===== src/rtl/assert_macros.svh =====
// Assertion macros shared by the RTL.
// No dependencies.
`ifndef ASSERT_MACROS_SVH
`define ASSERT_MACROS_SVH

// Plain property, checked at every rising clock edge outside reset.
`define ASSERT_ALWAYS(lbl, clk, rstn, expr, msg) \
  lbl: assert property (@(posedge clk) disable iff (!(rstn)) (expr)) else $error(msg);

// Same-cycle implication, checked outside reset.
`define ASSERT_IMPLIES(lbl, clk, rstn, ante, cons, msg) \
  lbl: assert property (@(posedge clk) disable iff (!(rstn)) (ante) |-> (cons)) \
    else $error(msg);

`endif


===== src/rtl/ipsp_pkg.sv =====
// Types, codes and helper functions for the IPv4 dotted text parser.
// No dependencies.
package ipsp_pkg;

  localparam logic [7:0] OctetMax  = 8'd255;
  localparam logic [5:0] PrefixMin = 6'd8;
  localparam logic [5:0] PrefixMax = 6'd31;
  localparam logic [7:0] ChrZero   = 8'h30;
  localparam logic [7:0] ChrNine   = 8'h39;
  localparam logic [7:0] ChrDot    = 8'h2e;

  typedef enum logic [1:0] {
    ACT_ADDR   = 2'd0,
    ACT_MASK   = 2'd1,
    ACT_PREFIX = 2'd2,
    ACT_NONE   = 2'd3
  } act_e;

  typedef enum logic [1:0] {
    ERR_NONE = 2'd0,
    ERR_ADDR = 2'd1,
    ERR_MASK = 2'd2
  } err_e;

  typedef enum logic {
    KIND_ADDR = 1'b0,
    KIND_MASK = 1'b1
  } kind_e;

  typedef enum logic [1:0] {
    JOB_TEXT_OK  = 2'd0,
    JOB_TEXT_BAD = 2'd1,
    JOB_PREFIX   = 2'd2
  } job_e;

  typedef struct packed {
    job_e        cls;
    kind_e       kind;
    logic [31:0] value;
    logic [5:0]  plen;
  } job_t;

  function automatic logic [3:0] popcnt8(input logic [7:0] b);
    logic [3:0] n;
    n = '0;
    for (int i = 0; i < 8; i++) begin
      n = n + {3'd0, b[i]};
    end
    return n;
  endfunction

  function automatic logic [5:0] popcnt32(input logic [31:0] w);
    logic [5:0] s;
    s = {2'd0, popcnt8(w[31:24])} + {2'd0, popcnt8(w[23:16])}
      + {2'd0, popcnt8(w[15:8])} + {2'd0, popcnt8(w[7:0])};
    return s;
  endfunction

endpackage


===== src/rtl/ipsp_if.sv =====
// Valid/ready channel interfaces for input and result words.
// No dependencies.
interface ipsp_in_if;
  logic       valid;
  logic       ready;
  logic [1:0] action;
  logic [7:0] char_code;
  logic       last_char;
  logic [5:0] prefix_len;

  modport source (output valid, action, char_code, last_char, prefix_len, input ready);
  modport sink   (input valid, action, char_code, last_char, prefix_len, output ready);
endinterface

interface ipsp_out_if;
  logic        valid;
  logic        ready;
  logic        kind;
  logic [31:0] value;
  logic [31:0] subnet;
  logic [5:0]  ones_count;
  logic [1:0]  error;

  modport source (output valid, kind, value, subnet, ones_count, error, input ready);
  modport sink   (input valid, kind, value, subnet, ones_count, error, output ready);
endinterface


===== src/rtl/ipv4_dotted_subnet_parser_unit.sv =====
// IPv4 dotted address / subnet mask parser, top level.
// Depends on ipsp_pkg, ipsp_if, ipsp_front, ipsp_queue, ipsp_back and assert_macros.svh.
//
// Takes one word per cycle: a character of an address or mask text, or a mask prefix
// length. The word that ends a text or carries a prefix gives a result word, which passes
// through the two-entry job queue and then the output register; characters inside a
// text give no result. Sustained rate is one word per cycle, limited only by the output
// register draining; a stalled output fills the queue and then drops ready.
// Good address results update the stored address used for later subnet results, in order.
`include "assert_macros.svh"
module ipv4_dotted_subnet_parser_unit (
  input  logic       clk_i,
  input  logic       rst_ni,
  ipsp_in_if.sink    in_i,
  ipsp_out_if.source out_o
);
  import ipsp_pkg::*;

  logic push, pop, q_full, q_avail;
  job_t job_in, job_out;

  ipsp_front u_front (
    .clk_i   (clk_i),
    .rst_ni  (rst_ni),
    .in_i    (in_i),
    .q_full_i(q_full),
    .push_o  (push),
    .job_o   (job_in)
  );

  ipsp_queue u_queue (
    .clk_i  (clk_i),
    .rst_ni (rst_ni),
    .push_i (push),
    .job_i  (job_in),
    .full_o (q_full),
    .pop_i  (pop),
    .avail_o(q_avail),
    .job_o  (job_out)
  );

  ipsp_back u_back (
    .clk_i  (clk_i),
    .rst_ni (rst_ni),
    .avail_i(q_avail),
    .job_i  (job_out),
    .pop_o  (pop),
    .out_o  (out_o)
  );

  `ASSERT_ALWAYS(a_no_overflow, clk_i, rst_ni, !(push && q_full), "job pushed into full queue")
  `ASSERT_ALWAYS(a_no_underflow, clk_i, rst_ni, !(pop && !q_avail), "job popped from empty queue")
  `ASSERT_IMPLIES(a_ones_match, clk_i, rst_ni, out_o.valid && out_o.kind == KIND_MASK && out_o.error == ERR_NONE, out_o.ones_count == 6'($countones(out_o.value)), "ones count mismatch")
  `ASSERT_IMPLIES(a_err_zero, clk_i, rst_ni, out_o.valid && out_o.error != ERR_NONE, out_o.value == 32'd0 && out_o.subnet == 32'd0 && out_o.ones_count == 6'd0, "error result not zeroed")
  `ASSERT_IMPLIES(a_addr_subnet, clk_i, rst_ni, out_o.valid && out_o.kind == KIND_ADDR, out_o.subnet == 32'd0 && out_o.ones_count == 6'd0, "address result carries subnet")

endmodule


===== src/rtl/ipsp_front.sv =====
// Front end: accepts words, runs the text parse state, emits one job per text end or prefix.
// Depends on ipsp_pkg and ipsp_if.
module ipsp_front (
  input  logic          clk_i,
  input  logic          rst_ni,
  ipsp_in_if.sink       in_i,
  input  logic          q_full_i,
  output logic          push_o,
  output ipsp_pkg::job_t job_o
);
  import ipsp_pkg::*;

  logic [9:0]  accum_q, accum_d, accum_t;
  logic [2:0]  digits_q, digits_d, digits_t;
  logic [1:0]  dots_q, dots_d, dots_t;
  logic        perr_q, perr_d, perr_t;
  logic [31:0] part_q, part_d, part_t;
  logic        accept, is_text, is_digit, text_ok;
  act_e        act;
  logic [9:0]  digit_val;

  assign in_i.ready = !q_full_i;
  assign accept     = in_i.valid && in_i.ready;
  assign act        = act_e'(in_i.action);
  assign is_text    = (act == ACT_ADDR) || (act == ACT_MASK);
  assign is_digit   = in_i.char_code inside {[ChrZero:ChrNine]};
  assign digit_val  = {2'd0, in_i.char_code - ChrZero};

  // one character of the text
  always_comb begin
    accum_t  = accum_q;
    digits_t = digits_q;
    dots_t   = dots_q;
    perr_t   = perr_q;
    part_t   = part_q;
    if (is_digit) begin
      if (digits_q >= 3'd3) begin
        perr_t = 1'b1;
      end else begin
        accum_t  = (accum_q << 3) + (accum_q << 1) + digit_val;
        digits_t = digits_q + 3'd1;
      end
    end else if (in_i.char_code == ChrDot) begin
      if (digits_q == 3'd0 || accum_q > {2'd0, OctetMax} || dots_q == 2'd3) begin
        perr_t = 1'b1;
      end else begin
        part_t   = {part_q[23:0], accum_q[7:0]};
        dots_t   = dots_q + 2'd1;
        accum_t  = '0;
        digits_t = '0;
      end
    end else begin
      perr_t = 1'b1;
    end
  end

  assign text_ok = !perr_t && dots_t == 2'd3 && digits_t != 3'd0
                && accum_t <= {2'd0, OctetMax};

  always_comb begin
    accum_d  = accum_q;
    digits_d = digits_q;
    dots_d   = dots_q;
    perr_d   = perr_q;
    part_d   = part_q;
    if (accept && is_text) begin
      if (in_i.last_char) begin
        accum_d  = '0;
        digits_d = '0;
        dots_d   = '0;
        perr_d   = 1'b0;
        part_d   = '0;
      end else begin
        accum_d  = accum_t;
        digits_d = digits_t;
        dots_d   = dots_t;
        perr_d   = perr_t;
        part_d   = part_t;
      end
    end
  end

  always_comb begin
    push_o      = accept && ((act == ACT_PREFIX) || (is_text && in_i.last_char));
    job_o.plen  = in_i.prefix_len;
    job_o.value = {part_t[23:0], accum_t[7:0]};
    job_o.kind  = (act == ACT_ADDR) ? KIND_ADDR : KIND_MASK;
    if (act == ACT_PREFIX) begin
      job_o.cls = JOB_PREFIX;
    end else if (text_ok) begin
      job_o.cls = JOB_TEXT_OK;
    end else begin
      job_o.cls = JOB_TEXT_BAD;
    end
  end

  always_ff @(posedge clk_i or negedge rst_ni) begin
    if (!rst_ni) begin
      accum_q  <= '0;
      digits_q <= '0;
      dots_q   <= '0;
      perr_q   <= 1'b0;
      part_q   <= '0;
    end else begin
      accum_q  <= accum_d;
      digits_q <= digits_d;
      dots_q   <= dots_d;
      perr_q   <= perr_d;
      part_q   <= part_d;
    end
  end

endmodule


===== src/rtl/ipsp_queue.sv =====
// Two-entry job queue between front and back end.
// Depends on ipsp_pkg.
module ipsp_queue (
  input  logic           clk_i,
  input  logic           rst_ni,
  input  logic           push_i,
  input  ipsp_pkg::job_t job_i,
  output logic           full_o,
  input  logic           pop_i,
  output logic           avail_o,
  output ipsp_pkg::job_t job_o
);
  import ipsp_pkg::*;

  job_t       slot_q [2];
  logic       wr_q, wr_d, rd_q, rd_d;
  logic [1:0] cnt_q, cnt_d;

  assign full_o  = cnt_q == 2'd2;
  assign avail_o = cnt_q != 2'd0;
  assign job_o   = slot_q[rd_q];

  always_comb begin
    wr_d  = wr_q ^ push_i;
    rd_d  = rd_q ^ pop_i;
    cnt_d = cnt_q + {1'b0, push_i} - {1'b0, pop_i};
  end

  always_ff @(posedge clk_i) begin
    if (push_i) begin
      slot_q[wr_q] <= job_i;
    end
  end

  always_ff @(posedge clk_i or negedge rst_ni) begin
    if (!rst_ni) begin
      wr_q  <= 1'b0;
      rd_q  <= 1'b0;
      cnt_q <= '0;
    end else begin
      wr_q  <= wr_d;
      rd_q  <= rd_d;
      cnt_q <= cnt_d;
    end
  end

endmodule


===== src/rtl/ipsp_back.sv =====
// Back end: turns jobs into result words, holds the stored address and the output register.
// Depends on ipsp_pkg and ipsp_if.
module ipsp_back (
  input  logic           clk_i,
  input  logic           rst_ni,
  input  logic           avail_i,
  input  ipsp_pkg::job_t job_i,
  output logic           pop_o,
  ipsp_out_if.source     out_o
);
  import ipsp_pkg::*;

  logic        ovalid_q, ovalid_d;
  logic        kind_q, kind_d;
  logic [31:0] value_q, value_d, subnet_q, subnet_d;
  logic [5:0]  ones_q, ones_d;
  err_e        err_q, err_d;
  logic [31:0] addr_q, addr_d;
  logic [31:0] inv, pmask;
  logic        contig;

  assign pop_o  = avail_i && (!ovalid_q || out_o.ready);
  assign inv    = ~job_i.value;
  assign contig = (inv & (inv + 32'd1)) == 32'd0;
  assign pmask  = 32'hffff_ffff << (6'd32 - job_i.plen);

  always_comb begin
    kind_d   = job_i.kind;
    value_d  = '0;
    subnet_d = '0;
    ones_d   = '0;
    err_d    = ERR_NONE;
    addr_d   = addr_q;
    case (job_i.cls)
      JOB_TEXT_BAD: begin
        err_d = ERR_ADDR;
      end
      JOB_TEXT_OK: begin
        if (job_i.kind == KIND_ADDR) begin
          value_d = job_i.value;
          addr_d  = job_i.value;
        end else if (!contig) begin
          err_d = ERR_MASK;
        end else begin
          value_d  = job_i.value;
          subnet_d = addr_q & job_i.value;
          ones_d   = popcnt32(job_i.value);
        end
      end
      JOB_PREFIX: begin
        kind_d = KIND_MASK;
        if (job_i.plen < PrefixMin || job_i.plen > PrefixMax) begin
          err_d = ERR_MASK;
        end else begin
          value_d  = pmask;
          subnet_d = addr_q & pmask;
          ones_d   = job_i.plen;
        end
      end
      default: begin
        err_d = ERR_ADDR;
      end
    endcase
    if (!pop_o) begin
      addr_d = addr_q;
    end
  end

  assign ovalid_d = pop_o || (ovalid_q && !out_o.ready);

  always_ff @(posedge clk_i) begin
    if (pop_o) begin
      kind_q   <= kind_d;
      value_q  <= value_d;
      subnet_q <= subnet_d;
      ones_q   <= ones_d;
      err_q    <= err_d;
    end
  end

  always_ff @(posedge clk_i or negedge rst_ni) begin
    if (!rst_ni) begin
      ovalid_q <= 1'b0;
      addr_q   <= '0;
    end else begin
      ovalid_q <= ovalid_d;
      addr_q   <= addr_d;
    end
  end

  assign out_o.valid      = ovalid_q;
  assign out_o.kind       = kind_q;
  assign out_o.value      = value_q;
  assign out_o.subnet     = subnet_q;
  assign out_o.ones_count = ones_q;
  assign out_o.error      = err_q;

endmodule


===== src/flat_wrapper.sv =====
// flat-port wrapper written by rule: the top's interface ports become plain ports
module ipv4_dotted_subnet_parser_unit_flat import ipsp_pkg::*;
  (clk_i, rst_ni, in_i_valid, in_i_action, in_i_char_code, in_i_last_char, in_i_prefix_len, in_i_ready, out_o_valid, out_o_kind, out_o_value, out_o_subnet, out_o_ones_count, out_o_error, out_o_ready);
  ipsp_in_if in_i_i ();
  ipsp_out_if out_o_i ();
  input  logic clk_i;
  input  logic rst_ni;
  input wire logic [$bits(in_i_i.valid)-1:0] in_i_valid;
  input wire logic [$bits(in_i_i.action)-1:0] in_i_action;
  input wire logic [$bits(in_i_i.char_code)-1:0] in_i_char_code;
  input wire logic [$bits(in_i_i.last_char)-1:0] in_i_last_char;
  input wire logic [$bits(in_i_i.prefix_len)-1:0] in_i_prefix_len;
  output wire logic [$bits(in_i_i.ready)-1:0] in_i_ready;
  output wire logic [$bits(out_o_i.valid)-1:0] out_o_valid;
  output wire logic [$bits(out_o_i.kind)-1:0] out_o_kind;
  output wire logic [$bits(out_o_i.value)-1:0] out_o_value;
  output wire logic [$bits(out_o_i.subnet)-1:0] out_o_subnet;
  output wire logic [$bits(out_o_i.ones_count)-1:0] out_o_ones_count;
  output wire logic [$bits(out_o_i.error)-1:0] out_o_error;
  input wire logic [$bits(out_o_i.ready)-1:0] out_o_ready;
  assign in_i_i.valid = in_i_valid;
  assign in_i_i.action = in_i_action;
  assign in_i_i.char_code = in_i_char_code;
  assign in_i_i.last_char = in_i_last_char;
  assign in_i_i.prefix_len = in_i_prefix_len;
  assign in_i_ready = in_i_i.ready;
  assign out_o_valid = out_o_i.valid;
  assign out_o_kind = out_o_i.kind;
  assign out_o_value = out_o_i.value;
  assign out_o_subnet = out_o_i.subnet;
  assign out_o_ones_count = out_o_i.ones_count;
  assign out_o_error = out_o_i.error;
  assign out_o_i.ready = out_o_ready;
  ipv4_dotted_subnet_parser_unit u_core (.clk_i(clk_i), .rst_ni(rst_ni), .in_i(in_i_i), .out_o(out_o_i));
endmodule

===== config.mk =====
export PLATFORM = sky130hd
export DESIGN_NAME = ipv4_dotted_subnet_parser_unit_flat
export DESIGN_NICKNAME = d
export VERILOG_FILES = /design/src/rtl/ipsp_pkg.sv /design/src/rtl/ipsp_if.sv /design/src/rtl/ipv4_dotted_subnet_parser_unit.sv /design/src/rtl/ipsp_front.sv /design/src/rtl/ipsp_queue.sv /design/src/rtl/ipsp_back.sv /design/src/flat_wrapper.sv
export VERILOG_INCLUDE_DIRS = /design/src /design/src/rtl
export SDC_FILE = /design/constraint.sdc
export NUM_CORES = 1
export LEC_CHECK = 0
export ABC_AREA = 1
export BUFFER_PORTS_ARGS = -buffer_cell sky130_fd_sc_hd__buf_2
export CAP_MARGIN = 25
export CORE_ASPECT_RATIO = 1.1
export CORE_MARGIN = 4
export CORE_UTILIZATION = 60
export DETAILED_ROUTE_END_ITERATION = 12
export GPL_TIMING_DRIVEN = 0
export PLACE_DENSITY = 0.86
export SYNTH_ARGS = -nofsm -noshare
export SYNTH_HDL_FRONTEND = slang
export SYNTH_SLANG_ARGS = --single-unit

===== constraint.sdc =====
create_clock -name clk_i -period 6.86 [get_ports clk_i]
set_input_delay 1.372 -clock clk_i [delete_from_list [all_inputs] [get_ports clk_i]]
set_output_delay 1.372 -clock clk_i [all_outputs]
set_load 0.01 [all_outputs]

# Word-level counts from Yosys, hierarchy flattened
# Memory sizes are Yosys's and may differ from the RTL's.
# Index checks and enable logic that the tools add are counted.
# W data, S select, Z words.
[word_totals]
word_cells = 150
ram_bits = 82
mem_count = 1
register_bits = 150
[mem_list]
columns = ["memory", "words", "width", "read_ports", "rd_clocked_by_memory_dff", "wr", "line", "source"]
rows = [
  ["u_core.u_queue.slot_q", 2, 41, 1, 0, 1, "ipsp_queue.sv:15", "job_t slot_q [2];"],
]
[classes]
shift = 1
n_bitwise = 7
mux = 44
order_cmp = 7
reduce_logical = 28
n_addsub = 40
eq_ne = 7
[op_table]
columns = ["op", "count"]
rows = [
  ["$mux W32", 6],
  ["$pmux W32 S2", 2],
  ["$and A32 B32 Y32", 3],
  ["$mux W24", 4],
  ["$add A4 B1 Y4", 16],
  ["$mux W10", 5],
  ["$add A32 B1 Y32 const B", 1],
  ["$logic_not A32 Y1", 1],
  ["$not A32 Y32", 1],
  ["$shl A32 B6 Y32 const A", 1],
  ["$mux W6", 3],
  ["$add A3 B1 Y4", 4],
  ["$mux W2", 8],
  ["$mux W3", 5],
  ["$add A2 B1 Y3", 4],
  ["$pmux W6 S2", 1],
  ["$add A10 B10 Y10", 1],
  ["$add A10 B8 Y10", 1],
  ["$eq A2 B2 Y1 const B", 5],
  ["$gt A10 B8 Y1 const B", 1],
  ["$le A10 B8 Y1 const B", 1],
  ["$logic_and A1 B1 Y1", 10],
  ["$mux W1", 9],
  ["$add A1 B1 Y2", 4],
  ["other kinds (26)", 37],
]

# Logic depth before layout (Yosys ltp)
# Gate-level depths: netlist of run 1.
# An unclocked memory read counts as a cell.
[depth]
depth_word = 14
ltp_mapped = 24

# Hierarchy
# Synthesis of run 1 repeated with hierarchy kept, for this count alone.
[hier_totals]
hier_cells = 1468
hier_area_um2 = 13501.7
[by_module_without_submodules]
columns = ["mod", "seq_area_each_um2", "n_inst", "cells_per_inst", "area_per_inst_um2"]
rows = [
  ["ipsp_back", 3017.9, 1, 825, 6939.2],
  ["ipsp_queue", 2562.5, 1, 238, 3425.8],
  ["ipsp_front", 1001.0, 1, 405, 3136.8],
]

# Worst setup path before layout of run 1
# OpenSTA, ideal clock, no wires.
[synth_path]
kind = "register to register"
startpoint = "register u_core.u_queue.rd_q"
endpoint = "register u_core.u_back.ones_q[4], in the netlist u_core.u_back.out_o.ones_count[4], data pin"
n_path_buf = 4
arrival_time_ns = 5.115
path_slack_ns = 1.479
stages_incl_launch_ff = 22
setup_time_ns = 0.266
path_cell_list = "dfrtp_1 > buf_6 > buf_6 > buf_4 > buf_2 > o21ai_0 > fa_1 > inv_1 > fa_1 > fa_1 > fa_1 > fa_1 > fa_1 > inv_1 > ha_1 > fa_1 > a21oi_1 > nor2_1 > nor2_1 > xnor2_1 > nand2_1 > o22ai_1"
[synth_lines]
columns = ["element", "line", "source"]
rows = [
  ["from (decl)", "ipsp_queue.sv:16", "logic wr_q, wr_d, rd_q, rd_d;"],
  ["from (signal assigned)", "ipsp_queue.sv:42", "rd_q <= rd_d;"],
  ["to (signal assigned)", "ipsp_back.sv:76", "ones_q <= ones_d;"],
  ["to (decl)", "ipsp_back.sv:16", "logic [5:0] ones_q, ones_d;"],
]

==> run_results.csv, run 1 <==
group,metric,value,unit
finish,final_util,0.687,
timing,max_freq,166,MHz
logic_synthesis,ys_async_sr_fraction,0.332,
placement,place.detailed.hpwl,26.0,mm
floorplanning,die_w,148,µm
logic_synthesis,syn_nets,1578,
finish,final_common_cell,"nand2_1",
detailed_routing,met1_length,12.8,mm
timing,drv_slew,0,
logic_synthesis,synth_cell_type_count,42,
critical_path,cp-start-kind,"flip-flop",
clock_tree,cts_buffers,23,
clock_tree,clock_path_buffers,3,
critical_path,critPathRequiredTime,7230,ps
detailed_routing,antenna_left,0,
logic_synthesis,synthCells,1495,
detailed_routing,firstDrtPassIters,6,
finish,fin_nets,1702,
grt,antenna_found_initial,0,
grt,grt_use_total,0.292,
detailed_routing,top_layer,"met4",
logic_synthesis,synth_edf_count,155,
clock_tree,ctsRootBufferMaster,"clkbuf_16",
hold_path,hp-class,"flip-flop to flip-flop",
clock_tree,cts_tree,"built",
logic_synthesis,syn_area_per_cell,8.66,µm²
detailed_routing,met3_length,2.36,mm
placement,gp_congestion,0.952,
logic_synthesis,synthesis.area,0.0129,mm²
timing,relSlewSlack,0.346,
floorplanning,ioPinCount,96,
placement,place_area,0.0139,mm²
grt,grt_max_degree,53,
timing,finalSetupViolCount,0,
detailed_routing,drc,0,
critical_path,worstSetupPathType,"flip-flop to flip-flop",
floorplanning,fp.dieH,162,µm
finish,final_cell_mix,"nand2_1, inv_1, edfxtp_1, nor2_1, buf_2",
timing,fin_crit,6010,ps
finish,drive_gt1_frac,0.131,
timing,finalHoldViolations,0,
timing,skew,21.4,ps
critical_path,arrival,6380,ps
clock_tree,cts_max_level,1,
clock_tree,clock_latency,530,ps
job,maxCapViolations,0,
detailed_routing,postRouteWirelength,35.1,mm
detailed_routing,routed_via_density,5.67,
clock_tree,cts.sink_count,232,
detailed_routing,wl_met2,17.8,mm
timing,whs,488,ps
floorplanning,die_area,0.0240,mm²
floorplanning,core.rowCount,56,
logic_synthesis,synth-warning-count,0,
clock_tree,cts.repair.resized,0,
detailed_routing,vias,10900,
finish,design_area,0.0146,mm²
floorplanning,coreArea,0.0213,mm²
grt,grt_overflow,0,
finish,diodes,0,
finish,area_growth,13.1,%
critical_path,critPathCaptureType,"flip-flop",
grt,grt_pass1_vias,10600,
timing,worstMarginPinSlew,977,ps
clock_tree,postCtsSetupBuffers,0,
run_status,status,"finished clean",
grt,grt_pass1_wl,55.4,mm
logic_synthesis,seq_area_frac_synth,0.508,
timing,rsz0062_at_grt,"false",
clock_tree,hold_buffers,0,
timing,tns,0,ps
detailed_routing,wl_per_cell,18.2,µm
clock_tree,clk_pin_slew,60,ps
timing,fin_crit_sh,0.876,
placement,port_buffers,95,
detailed_routing,drt_iter0_drc,843,
logic_synthesis,ys.flop_type,"edfxtp_1",
critical_path,worstPathMaxFanout,10,
floorplanning,start_util,0.608,
logic_synthesis,synth_seq_cells,232,
[per-layer routing]
metal	GRT usage	vias to the layer above
li1	-	5088
met1	0.346	5133
met2	0.519	550
met3	0.0343	144
met4	0.160	0
met5	0	-
[worst max-delay path, cell delays in order (launching register included)]
cell and delay [ps]:
dfrtp_1 350, buf_6 150, inv_6 60, buf_6 150, o21ai_1 480, inv_1 240
fa_1 550, inv_1 60, fa_1 470, fa_1 530, fa_1 450, fa_1 500
fa_1 490, inv_1 40, ha_1 210, fa_1 420, a21oi_1 180, nor2_1 50
nor2_1 110, xnor2_1 130, nand2_1 70, o22ai_1 160
[cell families (layout without fill, tap and decap cells)]
logic type | count (synthesis) | in the layout | share of synthesized area
flip-flops | 232 | 232 | 0.508
multiplexers | 3 | 3 | 0.00232
XOR/XNOR | 15 | 15 | 0.0101
adder cells (fa/ha/maj) | 62 | 62 | 0.0773
AO/OA/AOI/OAI | 207 | 207 | 0.0879
buffers and inverters | 275 | 416 | 0.0863
AND/OR/NAND/NOR | 701 | 701 | 0.228
[synth_stat cells, types with 4 or more instances]
master,count,share of area
xor2_1,7,0.0047
buf_4,5,0.0029
o22ai_1,40,0.019
nor2_1,128,0.037
nor2_2,4,0.0019
xnor2_1,8,0.0054
o21a_1,4,0.0023
nand2_1,424,0.12
buf_6,7,0.0061
edfxtp_1,155,0.36
clkbuf_1,29,0.0084
o21ai_0,73,0.028
inv_1,214,0.062
o21ai_2,4,0.0027
fa_1,30,0.046
nand3_1,59,0.023
or2_2,7,0.0034
a21oi_1,52,0.020
o21ai_1,23,0.0089
nand4_1,7,0.0034
nand2_2,23,0.011
nand3b_1,4,0.0023
inv_2,11,0.0032
dfrtp_1,77,0.15
ha_1,32,0.031
nor3_1,35,0.014
buf_2,7,0.0027
[per-stage QoR]
stage          worst slack [ps]  instances
2_1_floorplan              1480       1495
6_report                    854       1926
4_1_cts                     878       1926
5_1_grt                     598       1926
3_3_place_gp               1100       1880
3_5_place_dp                974       1884
[path summary, 6_finish.rpt]
path	startpoint	endpoint	slack (ps)	depth (start not counted)
min	u_core.u_back.addr_q[21]$_DFFE_PN0P_	u_core.u_back.addr_q[21]$_DFFE_PN0P_	490	2
max	u_core.u_queue.rd_q$_DFF_PN0_	u_core.u_back.out_o.ones_count[4]$_DFFE_PP_	850	21
min reg2reg	u_core.u_back.addr_q[21]$_DFFE_PN0P_	u_core.u_back.addr_q[21]$_DFFE_PN0P_	490	2
max in group asynchronous	rst_ni	u_core.u_back.addr_q[4]$_DFFE_PN0P_	5390	2
min in group asynchronous	rst_ni	u_core.u_front.part_q[20]$_DFFE_PN0P_	820	1
max reg2reg	u_core.u_queue.rd_q$_DFF_PN0_	u_core.u_back.out_o.ones_count[4]$_DFFE_PP_	850	21
[registers in the layout, indices dropped and copies added, names as in the netlist, 3 cells and up]
| signal | flops |
|---|---|
| u_core.u_back.addr_q | 32 |
| u_core.u_front.digits_q | 3 |
| u_core.u_front.accum_q | 10 |
| u_core.u_back.out_o.subnet | 32 |
| u_core.u_front.part_q | 24 |
| u_core.u_back.out_o.value | 32 |
| u_core.u_queue.slot_q | 82 |
| u_core.u_back.out_o.ones_count | 6 |
[area by class of cell]
| cell class | instances | area [µm²] |
|---|---|---|
| fill | 1698 | 6660 |
| sequential | 232 | 6580 |
| multi-input combinational | 988 | 5260 |
| inverter | 226 | 853 |
| clock buffer | 32 | 631 |
| timing repair buffer | 99 | 558 |
| tap | 290 | 363 |
| buffer | 49 | 264 |
| clock inverter | 10 | 136 |
Power of run 1 is left out: the tool's default activity adds up to more than one toggle a clock period on the data nets, which glitch-free logic cannot reach.
==> run 2: changes to the inputs <==
Settings changed: CORE_UTILIZATION 60 to 32, PLACE_DENSITY 0.86 to 0.54.
==> run_results.csv, run 2 (synthesis gave the netlist of run 1 again) <==
group,metric,value,unit
run_status,status,"finished clean",
timing,finalSetupViolCount,0,
floorplanning,core.rowCount,77,
clock_tree,cts_buffers,26,
job,maxCapViolations,0,
clock_tree,cts.sink_count,232,
finish,stdcell_count,2156,
finish,area_growth,16.9,%
critical_path,cp-start-kind,"flip-flop",
timing,skew,12.0,ps
finish,final_common_cell,"nand2_1",
grt,grt_pass1_wl,56.6,mm
detailed_routing,drt_iter0_drc,679,
timing,tns,0,ps
detailed_routing,vias,10300,
finish,largest_register_ffs,82,
floorplanning,ioPinCount,96,
critical_path,worstSetupPathType,"flip-flop to flip-flop",
floorplanning,start_util,0.323,
floorplanning,die_w,200,µm
timing,max_freq,168,MHz
clock_tree,clk_pin_slew,60,ps
placement,place.detailed.hpwl,27.5,mm
clock_tree,clock_latency,540,ps
timing,relSlewSlack,0.295,
timing,fin_crit_sh,0.870,
clock_tree,ctsRootBufferMaster,"clkbuf_16",
clock_tree,cts_tree,"built",
detailed_routing,routed_via_density,4.79,
critical_path,critPathRequiredTime,7230,ps
detailed_routing,wl_per_cell,16.6,µm
timing,whs,486,ps
timing,worstMarginPinSlew,1050,ps
detailed_routing,antenna_left,0,
floorplanning,coreArea,0.0401,mm²
finish,diodes,0,
grt,grt_use_total,0.163,
hold_path,hp-class,"flip-flop to flip-flop",
floorplanning,die_area,0.0438,mm²
timing,fin_crit,5960,ps
critical_path,arrival,6340,ps
clock_tree,cts_max_level,1,
finish,largest-register,"u_core.u_queue.slot_q",
critical_path,critPathCaptureType,"flip-flop",
finish,final_cell_mix,"nand2_1, inv_1, edfxtp_1, nor2_1, buf_2",
timing,drv_slew,0,
clock_tree,postCtsSetupBuffers,0,
grt,antenna_found_initial,0,
clock_tree,hold_buffers,0,
finish,fillers,4098,
detailed_routing,postRouteWirelength,35.8,mm
critical_path,r2r_slack,900,ps
grt,grt_overflow,0,
timing,finalHoldViolations,0,
clock_tree,clock_path_buffers,3,
critical_path,worstPathMaxFanout,10,
placement,placed_cells,2108,
finish,fin_nets,1706,
grt,grt_max_degree,74,
finish,drive_gt1_frac,0.139,
detailed_routing,drc,0,
placement,port_buffers,95,
placement,gp_congestion,0.903,
floorplanning,fp.dieH,219,µm
clock_tree,cts.repair.resized,0,
grt,grt_pass1_vias,10100,
detailed_routing,firstDrtPassIters,5,
timing,rsz0062_at_grt,"false",
-- run 2: through the flow --
step	util	setup slack, ps	cell area (µm²)
finish	0.378	895	15100
global route	0.378	629	15100
CTS	0.378	863	15100
detailed placement	0.354	895	14200
global placement	0.351	897	14100
floorplan	-	1480	12900
-- run 2: critical path, cell delays in order, from the launching register on --
cell,delay [ps]
dfrtp_1,370
buf_6,130
buf_6,140
buf_4,190
buf_2,210
o21ai_0,430
fa_1,480
inv_1,80
fa_1,420
fa_1,510
fa_1,460
fa_1,490
fa_1,540
inv_1,60
ha_1,220
fa_1,400
a21oi_1,180
nor2_1,50
nor2_1,110
xnor2_1,130
nand2_1,60
o22ai_1,150
-- run 2: cell type report --
class	instances	area, µm²	share of cell area
Timing Repair Buffer	100	586	0.0387
Clock inverter	16	223	0.0147
Sequential cell	232	6580	0.435
Clock buffer	32	733	0.0484
Tap cell	513	642	0.0424
Inverter	226	856	0.0565
Multi-Input combinational cell	988	5260	0.347
Buffer	49	264	0.0174
-- run 2: worst paths after layout --
check	start	end	cells after the start
setup reg to reg	u_core.u_queue.rd_q$_DFF_PN0_	u_core.u_back.out_o.ones_count[4]$_DFFE_PP_	21
min in group asynchronous	rst_ni	u_core.u_queue.cnt_q[0]$_DFF_PN0_	1
hold reg to reg	u_core.u_back.addr_q[22]$_DFFE_PN0P_	u_core.u_back.addr_q[22]$_DFFE_PN0P_	2
max in group asynchronous	rst_ni	u_core.u_back.addr_q[7]$_DFFE_PN0P_	2
setup / recovery	u_core.u_queue.rd_q$_DFF_PN0_	u_core.u_back.out_o.ones_count[4]$_DFFE_PP_	21
hold / removal	u_core.u_back.addr_q[22]$_DFFE_PN0P_	u_core.u_back.addr_q[22]$_DFFE_PN0P_	2
-- run 2: routing by layer --
| layer | vias to the layer above | GRT usage | part of all wire | wire length [µm] |
|---|---|---|---|---|
| li1 | 5096 | - | - | - |
| met1 | 4877 | 0.211 | 0.42 | 15200 |
| met2 | 297 | 0.287 | 0.49 | 17700 |
| met3 | 59 | 0.0218 | 0.051 | 1840 |
| met4 | 0 | 0.0455 | 0.032 | 1140 |
| met5 | - | 0 | 0 | 0 |
Power of run 2 is left out for the same reason.
==> run 3: changes to the inputs <==
Settings changed: BUFFER_PORTS_ARGS -buffer_cell sky130_fd_sc_hd__buf_2 to unset, DONT_BUFFER_PORTS set to 1, PLACE_DENSITY 0.54 to 0.52, SKIP_CTS_REPAIR_TIMING set to 1.
Clock period 6.86 ns to 7.7 ns, I/O delays scaled along.
==> run_results.csv, run 3 (synthesis gave the netlist of run 1 again) <==
group,metric,value,unit
critical_path,worstSetupPathType,"flip-flop to flip-flop",
detailed_routing,antenna_left,0,
timing,drv_slew,0,
grt,grt_pass1_wl,55.7,mm
clock_tree,ctsRootBufferMaster,"clkbuf_16",
finish,final_cell_mix,"nand2_1, inv_1, edfxtp_1, nor2_1, dfrtp_1",
timing,max_freq,168,MHz
timing,fin_crit_sh,0.771,
detailed_routing,routed_via_density,4.83,
placement,place_area,0.0137,mm²
clock_tree,clock_path_buffers,3,
critical_path,max_stage_delay,530,ps
floorplanning,core.rowCount,77,
grt,grt_pass1_vias,9644,
timing,skew,26.8,ps
floorplanning,die_w,200,µm
timing,rsz0062_at_grt,"false",
detailed_routing,drt_iter0_drc,669,
floorplanning,die_area,0.0438,mm²
grt,antenna_found_initial,0,
job,maxCapViolations,0,
placement,port_buffers,0,
placement,placed_cells,2012,
floorplanning,ioPinCount,96,
finish,area_growth,12.4,%
grt,grt_max_degree,78,
hold_path,hp-class,"flip-flop to flip-flop",
timing,relSlewSlack,0.341,
critical_path,arrival,6300,ps
finish,stdcell_count,2060,
critical_path,crit_buf_inv,6,
finish,diodes,0,
clock_tree,clk_pin_slew,60,ps
placement,gp_congestion,0.917,
run_status,status,"finished clean",
grt,grt_overflow,0,
finish,seq_area,0.00658,mm²
detailed_routing,drc,0,
finish,fin_nets,1610,
grt,grt_use_total,0.163,
clock_tree,cts.sink_count,232,
placement,place.detailed.hpwl,27.6,mm
critical_path,critPathRequiredTime,8060,ps
finish,fillers,4078,
critical_path,cp-start-kind,"flip-flop",
floorplanning,start_util,0.323,
critical_path,cp_slowest_cell,"fa_1",
finish,multi_input_area,0.00526,mm²
critical_path,worstPathMaxFanout,10,
finish,largest_register_ffs,82,
timing,fin_crit,5940,ps
critical_path,critPathTopFamily,"adder cells",
finish,final_common_cell,"nand2_1",
timing,tns,0,ps
critical_path,crit_chain,"buf_6 > buf_6 > buf_4 > buf_2 > o21ai_0 > fa_1 > inv_1 > fa_1 > fa_1 > fa_1 > fa_1 > fa_1 > inv_1 > ha_1 > fa_1 > a21oi_1 > nor2_1 > nor2_1 > xnor2_1 > nand2_1 > o22ai_1",
clock_tree,cts_buffers,26,
detailed_routing,vias,9955,
timing,finalSetupViolCount,0,
finish,drive_gt1_frac,0.0795,
clock_tree,clock_latency,530,ps
finish,final_util,0.363,
finish,design_area,0.0146,mm²
detailed_routing,firstDrtPassIters,5,
detailed_routing,wl_per_cell,17.4,µm
floorplanning,coreArea,0.0401,mm²
timing,finalHoldViolations,0,
floorplanning,fp.dieH,219,µm
clock_tree,cts_max_level,1,
critical_path,r2r_slack,1760,ps
timing,worstMarginPinSlew,978,ps
critical_path,critPathCaptureType,"flip-flop",
finish,largest-register,"u_core.u_queue.slot_q",
clock_tree,cts_tree,"built",
critical_path,path_common_cell,"fa_1",
detailed_routing,postRouteWirelength,35.9,mm
## run 3: area by class of cell
| class | count | area share |
|---|---|---|
| flip-flops and latches | 232 | 0.452 |
| inverters | 226 | 0.0588 |
| repair buffers | 4 | 0.00499 |
| clock inverters | 10 | 0.00851 |
| well taps | 513 | 0.0441 |
| clock buffers | 38 | 0.0520 |
| multi-input cells | 988 | 0.361 |
| plain buffers | 49 | 0.0181 |
## run 3: worst min-delay path, delay by kind of cell, from the launching register on
kind | cells | cell delay [ps]
simple gates | 1 | 50
compound gates | 1 | 60
flops | 1 | 340
## run 3: stage by stage
stage	hold WS [ps]	setup slack, ps
CTS	488	1710
detailed placement	473	1720
finish	486	1760
global route	506	1410
global placement	470	1720
floorplan	453	2320
## run 3: worst paths after layout
path,cells after the start,startpoint,endpoint
min in group asynchronous,0,rst_ni,u_core.u_front.digits_q[1]$_DFFE_PN0P_
max in group asynchronous,0,rst_ni,u_core.u_back.addr_q[5]$_DFFE_PN0P_
setup / recovery,21,u_core.u_queue.rd_q$_DFF_PN0_,u_core.u_back.out_o.ones_count[4]$_DFFE_PP_
setup reg to reg,21,u_core.u_queue.rd_q$_DFF_PN0_,u_core.u_back.out_o.ones_count[4]$_DFFE_PP_
hold / removal,2,u_core.u_back.addr_q[14]$_DFFE_PN0P_,u_core.u_back.addr_q[14]$_DFFE_PN0P_
hold reg to reg,2,u_core.u_back.addr_q[14]$_DFFE_PN0P_,u_core.u_back.addr_q[14]$_DFFE_PN0P_
## run 3: routing by layer
layer | global-route usage | up-vias | routed length (µm)
met5 | 0 | - | 0
met4 | 0.0446 | 0 | 1070
met3 | 0.0212 | 53 | 1360
met2 | 0.281 | 255 | 17800
met1 | 0.214 | 4742 | 15600
li1 | - | 4905 | -
Power of run 3 is left out for the same reason.
